==> config.mk <==
export PLATFORM = sky130hd
export DESIGN_NAME = grid_bfs_flood_walker_core
export DESIGN_NICKNAME = d
export VERILOG_FILES = /design/src/hdl/gbfw_pkg.sv /design/src/hdl/gbfw_ram.sv /design/src/hdl/gbfw_ctrl.sv /design/src/hdl/gbfw_dp.sv /design/src/hdl/grid_bfs_flood_walker_core.sv
export SDC_FILE = /design/constraint.sdc
export NUM_CORES = 2
export LEC_CHECK = 0
export BUFFER_PORTS_ARGS = -buffer_cell sky130_fd_sc_hd__buf_2
export CELL_PAD_IN_SITES_DETAIL_PLACEMENT = 1
export CELL_PAD_IN_SITES_GLOBAL_PLACEMENT = 2
export CORE_UTILIZATION = 45
export DETAILED_ROUTE_END_ITERATION = 6
export PLACE_DENSITY_LB_ADDON = 0.1
export SYNTH_ARGS = -nofsm -noshare
export SYNTH_HDL_FRONTEND = slang
export SYNTH_HIERARCHICAL = 1
export SYNTH_SLANG_ARGS = --single-unit
==> constraint.sdc <==
create_clock -name aclk -period 9.6 [get_ports aclk]
set_input_delay 0.48 -clock aclk [delete_from_list [all_inputs] [get_ports aclk]]
set_output_delay 0.48 -clock aclk [all_outputs]
set_load 0.01 [all_outputs]
==> src/hdl/gbfw_pkg.sv <==
`timescale 1ns / 1ps
// ----------------------------------------------------------------------------
// gbfw_pkg
// Shared types and constants for the grid breadth-first flood walker.
// ----------------------------------------------------------------------------
package gbfw_pkg;

    // Default grid limits for the top-level parameters
    localparam int MAX_ROWS_DEF = 16;
    localparam int MAX_COLS_DEF = 16;

    // Payload and register widths
    localparam int COORD_W = 4;
    localparam int CFG_W   = 5;
    localparam int APB_AW  = 3;
    localparam int APB_DW  = 32;

    // Width of the visited-map generation tag
    localparam int EPOCH_W = 8;

    // Register reset values
    localparam logic [CFG_W-1:0] ROWS_RESET = 5'd10;
    localparam logic [CFG_W-1:0] COLS_RESET = 5'd10;

    // Register indexes (taken from address bit 2)
    localparam logic REG_ROWS = 1'b0;
    localparam logic REG_COLS = 1'b1;

    // Operation codes
    localparam logic OP_START = 1'b0;
    localparam logic OP_STEP  = 1'b1;

    // Neighbour order: column+1, row+1, column-1, row-1
    localparam logic signed [1:0] NBR_DROW [4] = '{2'sd0, 2'sd1, 2'sd0, -2'sd1};
    localparam logic signed [1:0] NBR_DCOL [4] = '{2'sd1, 2'sd0, -2'sd1, 2'sd0};

    typedef enum logic [2:0] {
        ST_INIT_CLEAR,
        ST_IDLE,
        ST_DISPATCH,
        ST_WRAP_CLEAR,
        ST_NBR,
        ST_DONE
    } state_t;

    typedef struct packed {
        logic load_item;
        logic clear_step;
        logic start_exec;
        logic step_empty;
        logic pop_load;
        logic nbr_step;
        logic out_load;
    } cmd_t;

    typedef struct packed {
        logic item_op;
        logic queue_empty;
        logic epoch_full;
        logic clear_last;
        logic nbr_last;
        logic out_free;
    } status_t;

endpackage

==> src/hdl/gbfw_ram.sv <==
`timescale 1ns / 1ps
// ----------------------------------------------------------------------------
// gbfw_ram
// Generic simple dual-port RAM: one write port, one registered read port.
// ----------------------------------------------------------------------------
module gbfw_ram #(
    parameter int WIDTH = 8,
    parameter int DEPTH = 256
) (
    input  logic                                         aclk,
    input  logic                                         we,
    input  logic [((DEPTH > 1) ? $clog2(DEPTH) : 1)-1:0] waddr,
    input  logic [WIDTH-1:0]                             wdata,
    input  logic [((DEPTH > 1) ? $clog2(DEPTH) : 1)-1:0] raddr,
    output logic [WIDTH-1:0]                             rdata
);

    logic [WIDTH-1:0] mem [DEPTH];

    always_ff @(posedge aclk) begin
        if (we) begin
            mem[waddr] <= wdata;
        end
        rdata <= mem[raddr];
    end

endmodule

==> src/hdl/gbfw_ctrl.sv <==
`timescale 1ns / 1ps
// ----------------------------------------------------------------------------
// gbfw_ctrl
// Sequencer: clearing passes, item dispatch, neighbour walk and result hand-off.
// ----------------------------------------------------------------------------
module gbfw_ctrl (
    input  logic              aclk,
    input  logic              aresetn,
    input  logic              s_valid,
    output logic              s_ready,
    input  gbfw_pkg::status_t status,
    output gbfw_pkg::cmd_t    cmd
);

    import gbfw_pkg::*;

    state_t state_reg;
    state_t state_next;

    always_ff @(posedge aclk) begin
        if (!aresetn) begin
            state_reg <= ST_INIT_CLEAR;
        end else begin
            state_reg <= state_next;
        end
    end

    always_comb begin
        state_next = state_reg;
        cmd        = '0;
        s_ready    = 1'b0;
        case (state_reg)
            ST_INIT_CLEAR: begin
                cmd.clear_step = 1'b1;
                if (status.clear_last) begin
                    state_next = ST_IDLE;
                end
            end
            ST_IDLE: begin
                s_ready = 1'b1;
                if (s_valid) begin
                    cmd.load_item = 1'b1;
                    state_next    = ST_DISPATCH;
                end
            end
            ST_DISPATCH: begin
                if (status.item_op == OP_START) begin
                    // tag space used up: wipe the map, then come back
                    if (status.epoch_full) begin
                        state_next = ST_WRAP_CLEAR;
                    end else begin
                        cmd.start_exec = 1'b1;
                        state_next     = ST_DONE;
                    end
                end else if (status.queue_empty) begin
                    cmd.step_empty = 1'b1;
                    state_next     = ST_DONE;
                end else begin
                    cmd.pop_load = 1'b1;
                    state_next   = ST_NBR;
                end
            end
            ST_WRAP_CLEAR: begin
                cmd.clear_step = 1'b1;
                if (status.clear_last) begin
                    state_next = ST_DISPATCH;
                end
            end
            ST_NBR: begin
                cmd.nbr_step = 1'b1;
                if (status.nbr_last) begin
                    state_next = ST_DONE;
                end
            end
            ST_DONE: begin
                if (status.out_free) begin
                    cmd.out_load = 1'b1;
                    state_next   = ST_IDLE;
                end
            end
            default: begin
                state_next = ST_IDLE;
            end
        endcase
    end

endmodule

==> src/hdl/gbfw_dp.sv <==
`timescale 1ns / 1ps
// ----------------------------------------------------------------------------
// gbfw_dp
// Datapath: visited map, cell queue, neighbour pipeline and result register.
// ----------------------------------------------------------------------------
module gbfw_dp #(
    parameter int MAX_ROWS = gbfw_pkg::MAX_ROWS_DEF,
    parameter int MAX_COLS = gbfw_pkg::MAX_COLS_DEF
) (
    input  logic                          aclk,
    input  logic                          aresetn,
    input  gbfw_pkg::cmd_t                cmd,
    output gbfw_pkg::status_t             status,
    input  logic                          s_op,
    input  logic [gbfw_pkg::COORD_W-1:0]  s_start_row,
    input  logic [gbfw_pkg::COORD_W-1:0]  s_start_col,
    input  logic [gbfw_pkg::CFG_W-1:0]    rows_eff,
    input  logic [gbfw_pkg::CFG_W-1:0]    cols_eff,
    input  logic                          m_ready,
    output logic                          m_valid,
    output logic                          m_visit_valid,
    output logic [gbfw_pkg::COORD_W-1:0]  m_visit_row,
    output logic [gbfw_pkg::COORD_W-1:0]  m_visit_col,
    output logic                          m_last,
    output logic                          m_error
);

    import gbfw_pkg::*;

    localparam int CELL_COUNT = MAX_ROWS * MAX_COLS;
    localparam int CELL_AW    = (CELL_COUNT > 1) ? $clog2(CELL_COUNT) : 1;
    localparam int QPW        = CELL_AW + 1;
    // rows and columns never reach 31 because the size registers are 5 bits
    localparam int ROW_LIM    = (MAX_ROWS < 31) ? MAX_ROWS : 31;
    localparam int COL_LIM    = (MAX_COLS < 31) ? MAX_COLS : 31;
    localparam int ROW_W      = ($clog2(ROW_LIM) > COORD_W) ? $clog2(ROW_LIM) : COORD_W;
    localparam int COL_W      = ($clog2(COL_LIM) > COORD_W) ? $clog2(COL_LIM) : COORD_W;
    localparam int QW         = ROW_W + COL_W;

    // item registers
    logic               op_reg;
    logic [COORD_W-1:0] srow_reg;
    logic [COORD_W-1:0] scol_reg;

    // queue pointers, map tag, clear sweep
    logic [QPW-1:0]     head_reg;
    logic [QPW-1:0]     tail_reg;
    logic [EPOCH_W-1:0] epoch_reg;
    logic [CELL_AW-1:0] clr_reg;

    // popped cell and neighbour pipeline
    logic [ROW_W-1:0]   row_reg;
    logic [COL_W-1:0]   col_reg;
    logic [2:0]         k_reg;
    logic               nb_valid_reg;
    logic [CELL_AW-1:0] nb_addr_reg;
    logic [ROW_W-1:0]   nb_row_reg;
    logic [COL_W-1:0]   nb_col_reg;

    // pending result
    logic               res_visit_reg;
    logic               res_error_reg;

    // output register
    logic               m_valid_reg;
    logic               m_visit_valid_reg;
    logic [COORD_W-1:0] m_visit_row_reg;
    logic [COORD_W-1:0] m_visit_col_reg;
    logic               m_last_reg;
    logic               m_error_reg;

    // memories
    logic               vis_we;
    logic [CELL_AW-1:0] vis_waddr;
    logic [EPOCH_W-1:0] vis_wdata;
    logic [EPOCH_W-1:0] vis_rdata;
    logic               q_we;
    logic [CELL_AW-1:0] q_waddr;
    logic [QW-1:0]      q_wdata;
    logic [QW-1:0]      q_rdata;

    // combinational helpers
    logic                    start_in;
    logic [CELL_AW-1:0]      start_addr;
    logic [1:0]              nb_idx;
    logic signed [ROW_W+1:0] rr_s;
    logic signed [COL_W+1:0] cc_s;
    logic [ROW_W+1:0]        rr_u;
    logic [COL_W+1:0]        cc_u;
    logic                    nb_in;
    logic [CELL_AW-1:0]      nb_addr;
    logic                    nb_push;
    logic                    q_empty;

    assign start_in   = ({1'b0, srow_reg} < rows_eff) && ({1'b0, scol_reg} < cols_eff);
    assign start_addr = CELL_AW'(32'(srow_reg) * MAX_COLS + 32'(scol_reg));

    assign nb_idx = k_reg[1:0];
    assign rr_s   = $signed({2'b00, row_reg}) + (ROW_W+2)'(NBR_DROW[nb_idx]);
    assign cc_s   = $signed({2'b00, col_reg}) + (COL_W+2)'(NBR_DCOL[nb_idx]);
    assign rr_u   = $unsigned(rr_s);
    assign cc_u   = $unsigned(cc_s);
    assign nb_in  = !rr_u[ROW_W+1] && !cc_u[COL_W+1]
                    && (rr_u < (ROW_W+2)'(rows_eff)) && (cc_u < (COL_W+2)'(cols_eff));
    assign nb_addr = CELL_AW'(32'(rr_u[ROW_W-1:0]) * MAX_COLS + 32'(cc_u[COL_W-1:0]));

    // neighbour read last cycle comes back now; unmarked in this generation -> push
    assign nb_push = cmd.nbr_step && nb_valid_reg && (vis_rdata != epoch_reg);
    assign q_empty = (head_reg == tail_reg);

    always_comb begin
        if (cmd.clear_step) begin
            vis_we    = 1'b1;
            vis_waddr = clr_reg;
            vis_wdata = '0;
        end else if (cmd.start_exec) begin
            vis_we    = start_in;
            vis_waddr = start_addr;
            vis_wdata = epoch_reg + 1'b1;
        end else begin
            vis_we    = nb_push;
            vis_waddr = nb_addr_reg;
            vis_wdata = epoch_reg;
        end
    end

    always_comb begin
        if (cmd.start_exec) begin
            q_we    = start_in;
            q_waddr = '0;
            q_wdata = {ROW_W'(srow_reg), COL_W'(scol_reg)};
        end else begin
            q_we    = nb_push;
            q_waddr = tail_reg[CELL_AW-1:0];
            q_wdata = {nb_row_reg, nb_col_reg};
        end
    end

    gbfw_ram #(
        .WIDTH (EPOCH_W),
        .DEPTH (CELL_COUNT)
    ) u_visited (
        .aclk  (aclk),
        .we    (vis_we),
        .waddr (vis_waddr),
        .wdata (vis_wdata),
        .raddr (nb_addr),
        .rdata (vis_rdata)
    );

    gbfw_ram #(
        .WIDTH (QW),
        .DEPTH (CELL_COUNT)
    ) u_queue (
        .aclk  (aclk),
        .we    (q_we),
        .waddr (q_waddr),
        .wdata (q_wdata),
        .raddr (head_reg[CELL_AW-1:0]),
        .rdata (q_rdata)
    );

    // control state
    always_ff @(posedge aclk) begin
        if (!aresetn) begin
            head_reg     <= '0;
            tail_reg     <= '0;
            epoch_reg    <= EPOCH_W'(1);
            clr_reg      <= '0;
            k_reg        <= '0;
            nb_valid_reg <= 1'b0;
            m_valid_reg  <= 1'b0;
        end else begin
            if (cmd.clear_step) begin
                if (status.clear_last) begin
                    clr_reg   <= '0;
                    epoch_reg <= EPOCH_W'(1);
                end else begin
                    clr_reg <= clr_reg + 1'b1;
                end
            end
            if (cmd.start_exec) begin
                head_reg  <= '0;
                tail_reg  <= start_in ? QPW'(1) : '0;
                epoch_reg <= epoch_reg + 1'b1;
            end
            if (cmd.pop_load) begin
                head_reg     <= head_reg + 1'b1;
                k_reg        <= '0;
                nb_valid_reg <= 1'b0;
            end
            if (cmd.nbr_step) begin
                k_reg        <= k_reg + 1'b1;
                nb_valid_reg <= !k_reg[2] && nb_in;
                if (nb_push) begin
                    tail_reg <= tail_reg + 1'b1;
                end
            end
            if (cmd.out_load) begin
                m_valid_reg <= 1'b1;
            end else if (m_ready) begin
                m_valid_reg <= 1'b0;
            end
        end
    end

    // payload
    always_ff @(posedge aclk) begin
        if (cmd.load_item) begin
            op_reg   <= s_op;
            srow_reg <= s_start_row;
            scol_reg <= s_start_col;
        end
        if (cmd.start_exec) begin
            res_visit_reg <= 1'b0;
            res_error_reg <= !start_in;
        end
        if (cmd.step_empty) begin
            res_visit_reg <= 1'b0;
            res_error_reg <= 1'b1;
        end
        if (cmd.pop_load) begin
            row_reg       <= q_rdata[QW-1:COL_W];
            col_reg       <= q_rdata[COL_W-1:0];
            res_visit_reg <= 1'b1;
            res_error_reg <= 1'b0;
        end
        if (cmd.nbr_step) begin
            nb_addr_reg <= nb_addr;
            nb_row_reg  <= rr_u[ROW_W-1:0];
            nb_col_reg  <= cc_u[COL_W-1:0];
        end
        if (cmd.out_load) begin
            m_visit_valid_reg <= res_visit_reg;
            m_visit_row_reg   <= res_visit_reg ? row_reg[COORD_W-1:0] : '0;
            m_visit_col_reg   <= res_visit_reg ? col_reg[COORD_W-1:0] : '0;
            m_last_reg        <= res_visit_reg && q_empty;
            m_error_reg       <= res_error_reg;
        end
    end

    assign status.item_op     = op_reg;
    assign status.queue_empty = q_empty;
    assign status.epoch_full  = (epoch_reg == '1);
    assign status.clear_last  = (clr_reg == CELL_AW'(CELL_COUNT - 1));
    assign status.nbr_last    = k_reg[2];
    assign status.out_free    = !m_valid_reg || m_ready;

    assign m_valid       = m_valid_reg;
    assign m_visit_valid = m_visit_valid_reg;
    assign m_visit_row   = m_visit_row_reg;
    assign m_visit_col   = m_visit_col_reg;
    assign m_last        = m_last_reg;
    assign m_error       = m_error_reg;

endmodule

==> src/hdl/grid_bfs_flood_walker_core.sv <==
`timescale 1ns / 1ps
// ----------------------------------------------------------------------------
// grid_bfs_flood_walker_core
// Breadth-first flood walk over a rows-by-columns grid with four neighbours.
// ----------------------------------------------------------------------------
// A start beat (op 0) begins a new search at (start_row, start_col) and
// returns one result beat carrying only the error flag (start outside the
// grid). Each step beat (op 1) pops the oldest queued cell, returns it as the
// next visited cell, and marks and queues its unvisited in-grid neighbours in
// the order column+1, row+1, column-1, row-1; last is set when the queue is
// empty afterwards, and a step on an empty queue returns error. Items are
// worked one at a time; a step pops its cell, then makes one visited-map read
// per neighbour through the single read port of the map, overlapped with the
// mark of the previous neighbour. A new beat is accepted while a finished
// result still waits on the output register. The visited map stores a
// generation tag per cell, so a start does not wipe it; after reset, and
// when the tag space is used up (the 255th start after reset and every
// 254th start after that), a clearing pass over all MAX_ROWS*MAX_COLS cells
// (256 by default) runs with s_ready low.
// Grid size registers (APB, 0x0 rows, 0x4 columns) are clamped to the
// maximum and must be written while the block is idle.
// ----------------------------------------------------------------------------
module grid_bfs_flood_walker_core #(
    parameter int MAX_ROWS = gbfw_pkg::MAX_ROWS_DEF,
    parameter int MAX_COLS = gbfw_pkg::MAX_COLS_DEF
) (
    input  logic                          aclk,
    input  logic                          aresetn,

    // input channel
    input  logic                          s_valid,
    output logic                          s_ready,
    input  logic                          s_op,
    input  logic [gbfw_pkg::COORD_W-1:0]  s_start_row,
    input  logic [gbfw_pkg::COORD_W-1:0]  s_start_col,

    // result channel
    output logic                          m_valid,
    input  logic                          m_ready,
    output logic                          m_visit_valid,
    output logic [gbfw_pkg::COORD_W-1:0]  m_visit_row,
    output logic [gbfw_pkg::COORD_W-1:0]  m_visit_col,
    output logic                          m_last,
    output logic                          m_error,

    // configuration port
    input  logic                          psel,
    input  logic                          penable,
    input  logic                          pwrite,
    input  logic [gbfw_pkg::APB_AW-1:0]   paddr,
    input  logic [gbfw_pkg::APB_DW-1:0]   pwdata,
    output logic [gbfw_pkg::APB_DW-1:0]   prdata,
    output logic                          pready
);

    import gbfw_pkg::*;

    logic [CFG_W-1:0] rows_reg;
    logic [CFG_W-1:0] cols_reg;
    logic [CFG_W-1:0] rows_eff;
    logic [CFG_W-1:0] cols_eff;
    logic             cfg_wr;
    logic             reg_sel;
    cmd_t             cmd;
    status_t          status;

    // --- configuration registers --------------------------------------------
    // Byte-offset bits are ignored; address bit 2 picks the register.
    assign pready  = 1'b1;
    assign cfg_wr  = psel && penable && pwrite;
    assign reg_sel = paddr[2];

    always_ff @(posedge aclk) begin
        if (!aresetn) begin
            rows_reg <= ROWS_RESET;
            cols_reg <= COLS_RESET;
        end else if (cfg_wr) begin
            case (reg_sel)
                REG_ROWS: rows_reg <= pwdata[CFG_W-1:0];
                REG_COLS: cols_reg <= pwdata[CFG_W-1:0];
                default: begin
                    rows_reg <= rows_reg;
                end
            endcase
        end
    end

    always_comb begin
        case (reg_sel)
            REG_ROWS: prdata = APB_DW'(rows_reg);
            REG_COLS: prdata = APB_DW'(cols_reg);
            default:  prdata = '0;
        endcase
    end

    // Sizes above the grid maximum act as the maximum; zero gives an empty grid.
    assign rows_eff = (32'(rows_reg) > MAX_ROWS) ? CFG_W'(MAX_ROWS) : rows_reg;
    assign cols_eff = (32'(cols_reg) > MAX_COLS) ? CFG_W'(MAX_COLS) : cols_reg;

    // --- sequencer ----------------------------------------------------------
    gbfw_ctrl u_ctrl (
        .aclk    (aclk),
        .aresetn (aresetn),
        .s_valid (s_valid),
        .s_ready (s_ready),
        .status  (status),
        .cmd     (cmd)
    );

    // --- datapath: map, queue, neighbour pipeline, result register ----------
    gbfw_dp #(
        .MAX_ROWS (MAX_ROWS),
        .MAX_COLS (MAX_COLS)
    ) u_dp (
        .aclk          (aclk),
        .aresetn       (aresetn),
        .cmd           (cmd),
        .status        (status),
        .s_op          (s_op),
        .s_start_row   (s_start_row),
        .s_start_col   (s_start_col),
        .rows_eff      (rows_eff),
        .cols_eff      (cols_eff),
        .m_ready       (m_ready),
        .m_valid       (m_valid),
        .m_visit_valid (m_visit_valid),
        .m_visit_row   (m_visit_row),
        .m_visit_col   (m_visit_col),
        .m_last        (m_last),
        .m_error       (m_error)
    );

    // --- assertions ---------------------------------------------------------
    // Never overwrite a result that is still waiting.
    a_out_load_free: assert property (@(posedge aclk) disable iff (!aresetn)
        cmd.out_load |-> (!m_valid || m_ready))
        else $error("result loaded over a pending beat");

    // No input beat is taken while the map is being swept.
    a_no_accept_in_clear: assert property (@(posedge aclk) disable iff (!aresetn)
        cmd.clear_step |-> !s_ready)
        else $error("input accepted during clearing pass");

    // Datapath work commands are mutually exclusive.
    a_cmd_exclusive: assert property (@(posedge aclk) disable iff (!aresetn)
        $onehot0({cmd.clear_step, cmd.start_exec, cmd.step_empty,
                  cmd.pop_load, cmd.nbr_step, cmd.out_load}))
        else $error("overlapping datapath commands");

    // A flagged last visit is always a real visit, never an error, and an error beat carries no visit.
    a_last_is_visit: assert property (@(posedge aclk) disable iff (!aresetn)
        (m_valid && (m_last || m_error)) |-> (m_visit_valid != m_error))
        else $error("inconsistent result flags");

endmodule
# Yosys cells after proc, flatten, opt, wreduce, memory -nomap -nowiden
# Memory sizes are Yosys's and may differ from the RTL's. A register that Yosys moved wholly into a read port is not among the register bits.
# Cells that the tools add are included.
[totals]
ff_bits = 98
mem_bits_rw = 4096
out_inout_bits = 46
memories = 2
[mem_list]
columns = ["memory", "depth", "width", "read_ports", "rd_clocked_by_memory_dff", "write_ports", "line_no", "rtl"]
rows = [
  ["u_dp.u_queue.mem", 256, 8, 1, 1, 1, "gbfw_ram.sv:18", "logic [WIDTH-1:0] mem [DEPTH];"],
  ["u_dp.u_visited.mem", 256, 8, 1, 1, 1, "gbfw_ram.sv:18", ""],
]
[classes]
addsub = 9
n_lt_le_gt_ge = 7
n_eq_ne = 14
mux = 63
n_bitwise = 2
reduce_logical = 28
[ops]
columns = ["cell", "count"]
rows = [
  ["$mux 8", 10],
  ["$pmux 32 s2", 1],
  ["$mux 9", 5],
  ["$mux 3", 10],
  ["$mux 1", 27],
  ["$add 9x1->9 const B", 2],
  ["$pmux 3 s6", 1],
  ["$add 8x1->8 const B", 2],
  ["$add 8x4->8", 2],
  ["$eq 8x8->1 const B", 2],
  ["$add 5x2->6", 2],
  ["$lt 6x5->1", 2],
  ["$reduce_bool 2->1", 6],
  ["$gt 5x5->1 const B", 2],
  ["$logic_and 1x1->1", 10],
  ["$lt 4x5->1", 2],
  ["$mux 2", 5],
  ["$mux 5", 2],
  ["$eq 9x9->1", 1],
  ["$bmux 2 s2", 2],
  ["$ne 2x2->1 const B", 4],
  ["$ne 8x8->1", 1],
  ["$eq 3x2->1 const B", 2],
  ["$eq 3x3->1 const B", 2],
  ["other kinds (12)", 18],
]

# Longest topological paths before layout
[depth]
ltp_word = 11
mapped_depth = 17
depth_no_buf = 14

# Cells and area by module
# Netlist, hierarchy kept.
[by_module_without_submodules]
columns = ["module", "instances", "cells_per_inst", "area_per_inst_um2", "seq_area_each_um2"]
rows = [
  ["gbfw_ram", 2, 3733, 79556.3, 61659.1],
  ["gbfw_dp", 1, 462, 4453.0, 1901.8],
  ["grid_bfs_flood_walker_core", 1, 85, 765.7, 200.2],
  ["gbfw_ctrl", 1, 42, 317.8, 60.1],
]

# Worst setup path after synthesis
# No wires, ideal clock.
[synth_timing]
path_type = "reg2reg"
startpoint = "register u_dp.epoch_reg[0]"
endpoint = "memory u_dp.u_visited.mem[0][1] (data pin)"
setup_time_ps = 1573
arrival_ps = 8939
path_slack_ps = -912
stages_incl_launch_ff = 11
cell_sequence = "dfxtp_1 -> ha_1 -> and3_1 -> and3_1 -> and3_1 -> nor4_1 -> buf_2 -> buf_4 -> buf_2 -> nand2_1 -> a21oi_1"
[synth_rtl]
columns = ["element", "line_no", "rtl"]
rows = [
  ["start, declared", "gbfw_dp.sv:48", "logic [EPOCH_W-1:0] epoch_reg;"],
  ["start signal, assigned", "gbfw_dp.sv:185", "epoch_reg <= epoch_reg + 1'b1;"],
  ["end, declared", "gbfw_ram.sv:18", ""],
]

==> out/qor.yml <==
synth_edf_count: 4132
end_kind: "flop"
clk_pin_slew_ns: 0.06
final.setup_skew_ns: 0.0328
ys_warn_count: 6
startpoint_type: "flop"
r2r_slack_ns: 2.61
ant_nets: 0
clock_latency_ns: 0.98
num_rows: 221
arrival_ns: 7.58
htree_levels: 5
first_global_vias: 84000
async_flop_share_pct: 0
max_freq_ghz: 0.143
cts.sinks: 4202
setup_viol: 0
die_h_um: 607
dr.pass1.iters: 5
place_area_um2: 170000
grt_pass1_wl_um: 636000
hold_ws_ns: 0.150
synth_compound_area_share_pct: 3.69
die_w_um: 607
avgViaCountPerCell: 6.07
antenna_found_initial: 14
biggestRegsByFlops: "u_dp/u_queue/mem: 2048 flops, u_dp/u_visited/mem: 2048 flops"
fin_crit_sh_pct: 72.8
fillers: 32100
drv_cap: 0
synth-xor-area-share_pct: 0.213
numCtsBuffers: 438
dp_hpwl_um: 274000
cts.path.max_buffers: 4
stdcell_area_um2: 184000
synthSimpleGateAreaFrac_pct: 3.24
io_buffers: 39
rsz0062_at_grt: "no"
ios: 97
final_cells: 13400
synthMuxAreaShare_pct: 14.4
p_per_area_nw_per_um2: 198
synth_top_family_by_area: "multiplexers"
max_slew_margin_pct: 9.35
drc: 0
multi_input_area_um2: 36400
critical_path_required_ns: 10.19
dr_total_vias: 81200
synth_fa_ha_area_share_pct: 0.213
grt_max_degree: 208
ys_ff_latch: 4202
slew_violations: 0
gp_congestion: 0.822
core_area_um2: 363000
ir_drop_uv: 178
placed_cells: 12600
overflow: 0
fin_util_pct: 50.6
worst-setup-path-type: "flop to flop"
seq_area_frac_synth_pct: 76.2
finalSetupTns_ns: 0
ys_top_cells_by_count: "4132 x edfxtp_1, 908 x mux4_2, 603 x nor2_1, 282 x mux2i_1, 268 x a22oi_1"
synth.distinct_cells: 87
synth_top_area_share_pct: 75.4
grt_usage_pct: 24.3
synth_top_flop_cell: "edfxtp_1"
synth.most_common_cell: "edfxtp_1"
tightest_slew_ns: 1.36
outcome: "completed"
initial_core_util_pct: 45.3
routed_wl_um: 450000
die_area_um2: 368000
cts_tree: "built"
synth_area_leaders: "edfxtp_1 75%, mux4_2 12%, mux2i_1 1.7%"
cp_max_fo: 103
layout.nets: 8306
yosysTopAreaCell: "edfxtp_1"
clockRootBuffer: "clkbuf_16"
drtIter0Drc: 7663
regArea_um2: 125000
p_leak_nw: 53.7
post-route-min-period_ns: 6.99
cts-resized-gates: 0
netlist_instances: 8055
wl_per_cell_um: 33.6
hold_viol_final: 0
final_layout_size_suffix_gt1_share_pct: 21.5
synth_area_per_cell_um2: 20.4
netlist_area_um2: 165000
hold_path.class: "input pin to flop"
area_delta_synth_final_pct: 11.6
-- cells in the final DEF, fill, tap and decap left out, types with 81 or more instances in the layout --
| master | n |
|---|---|
| a21oi_1 | 219 |
| a22oi_1 | 268 |
| buf_4 | 148 |
| clkbuf_1 | 89 |
| clkbuf_16 | 446 |
| clkinv_1 | 110 |
| edfxtp_1 | 4132 |
| mux2i_1 | 282 |
| mux4_2 | 908 |
| nand2_1 | 107 |
| nand3_1 | 81 |
| nor2_1 | 590 |
| o221ai_1 | 92 |
-- power by group --
part           switching [mW]  leakage [nW]  internal (mW)
logic                  0.0875          10.9         0.0279
registers             0.00812          36.1           19.8
clock network            7.06          6.78           9.44
total                    7.15          53.7           29.3
-- cells by family (layout without fill, tap and decap cells) --
logic type,count (synthesis),after routing
adder cells (fa/ha/maj),28,28
XOR/XNOR,40,40
AND/OR/NAND/NOR,1142,1142
multiplexers,1219,1219
buffers and inverters,556,1056
AO/OA/AOI/OAI,866,866
flip-flops,4202,4202
other,2,35
-- stage by stage --
stage	setup WS (ns)	power, mW
after floorplan	0.0113	20.3
after global placement	2.91	20.4
after detailed placement	2.69	20.4
after CTS	2.65	36.8
after global routing	2.53	37.4
final	2.61	36.5
-- metal layers --
| layer | wire (µm) | global-route usage, % | up-vias |
|---|---|---|---|
| met5 | 0 | 0 | - |
| met4 | 14100 | 7.25 | 0 |
| met3 | 21100 | 2.79 | 611 |
| met2 | 223000 | 40.6 | 2260 |
| met1 | 192000 | 33.8 | 44500 |
| li1 | - | - | 33800 |
-- final timing paths --
path,startpoint,end,cells after the start
worst max register to register,u_dp/epoch_reg[0],u_dp/u_visited/mem[30][0],12
worst min register to register,u_dp/u_queue/rdata[0],u_dp/col_reg[0],0
worst max-delay path,u_dp/epoch_reg[0],u_dp/u_visited/mem[30][0],12
worst min-delay path,s_valid,u_dp/op_reg,2
-- critical path: stages (launching register included) --
cell and delay, ns:
dfxtp_1 0.40, ha_1 0.28, and3_1 0.24, and3_1 0.21, and3_1 0.34, nor4_2 0.28, buf_4 0.56, mux2_8 0.65
mux2_2 0.49, nor2b_1 0.54, nand4_1 1.16, buf_4 0.63, nor2_1 0.70
-- repair_timing --
action	CTS	global route
hold buffers	23	0
buffers inserted	0	0
endpoints found under the hold margin	19	0
-- cell type report --
cell class,count,share of cell area (%)
inverter,27,0.0551
clock buffer,544,6.32
sequential,4202,68.3
clock inverter,250,1.19
multi-input combinational,3323,19.8
tap,4794,3.26
timing repair buffer,235,1.11
antenna,7,0.00953
Note: power is estimated with default switching activity, not from simulation.
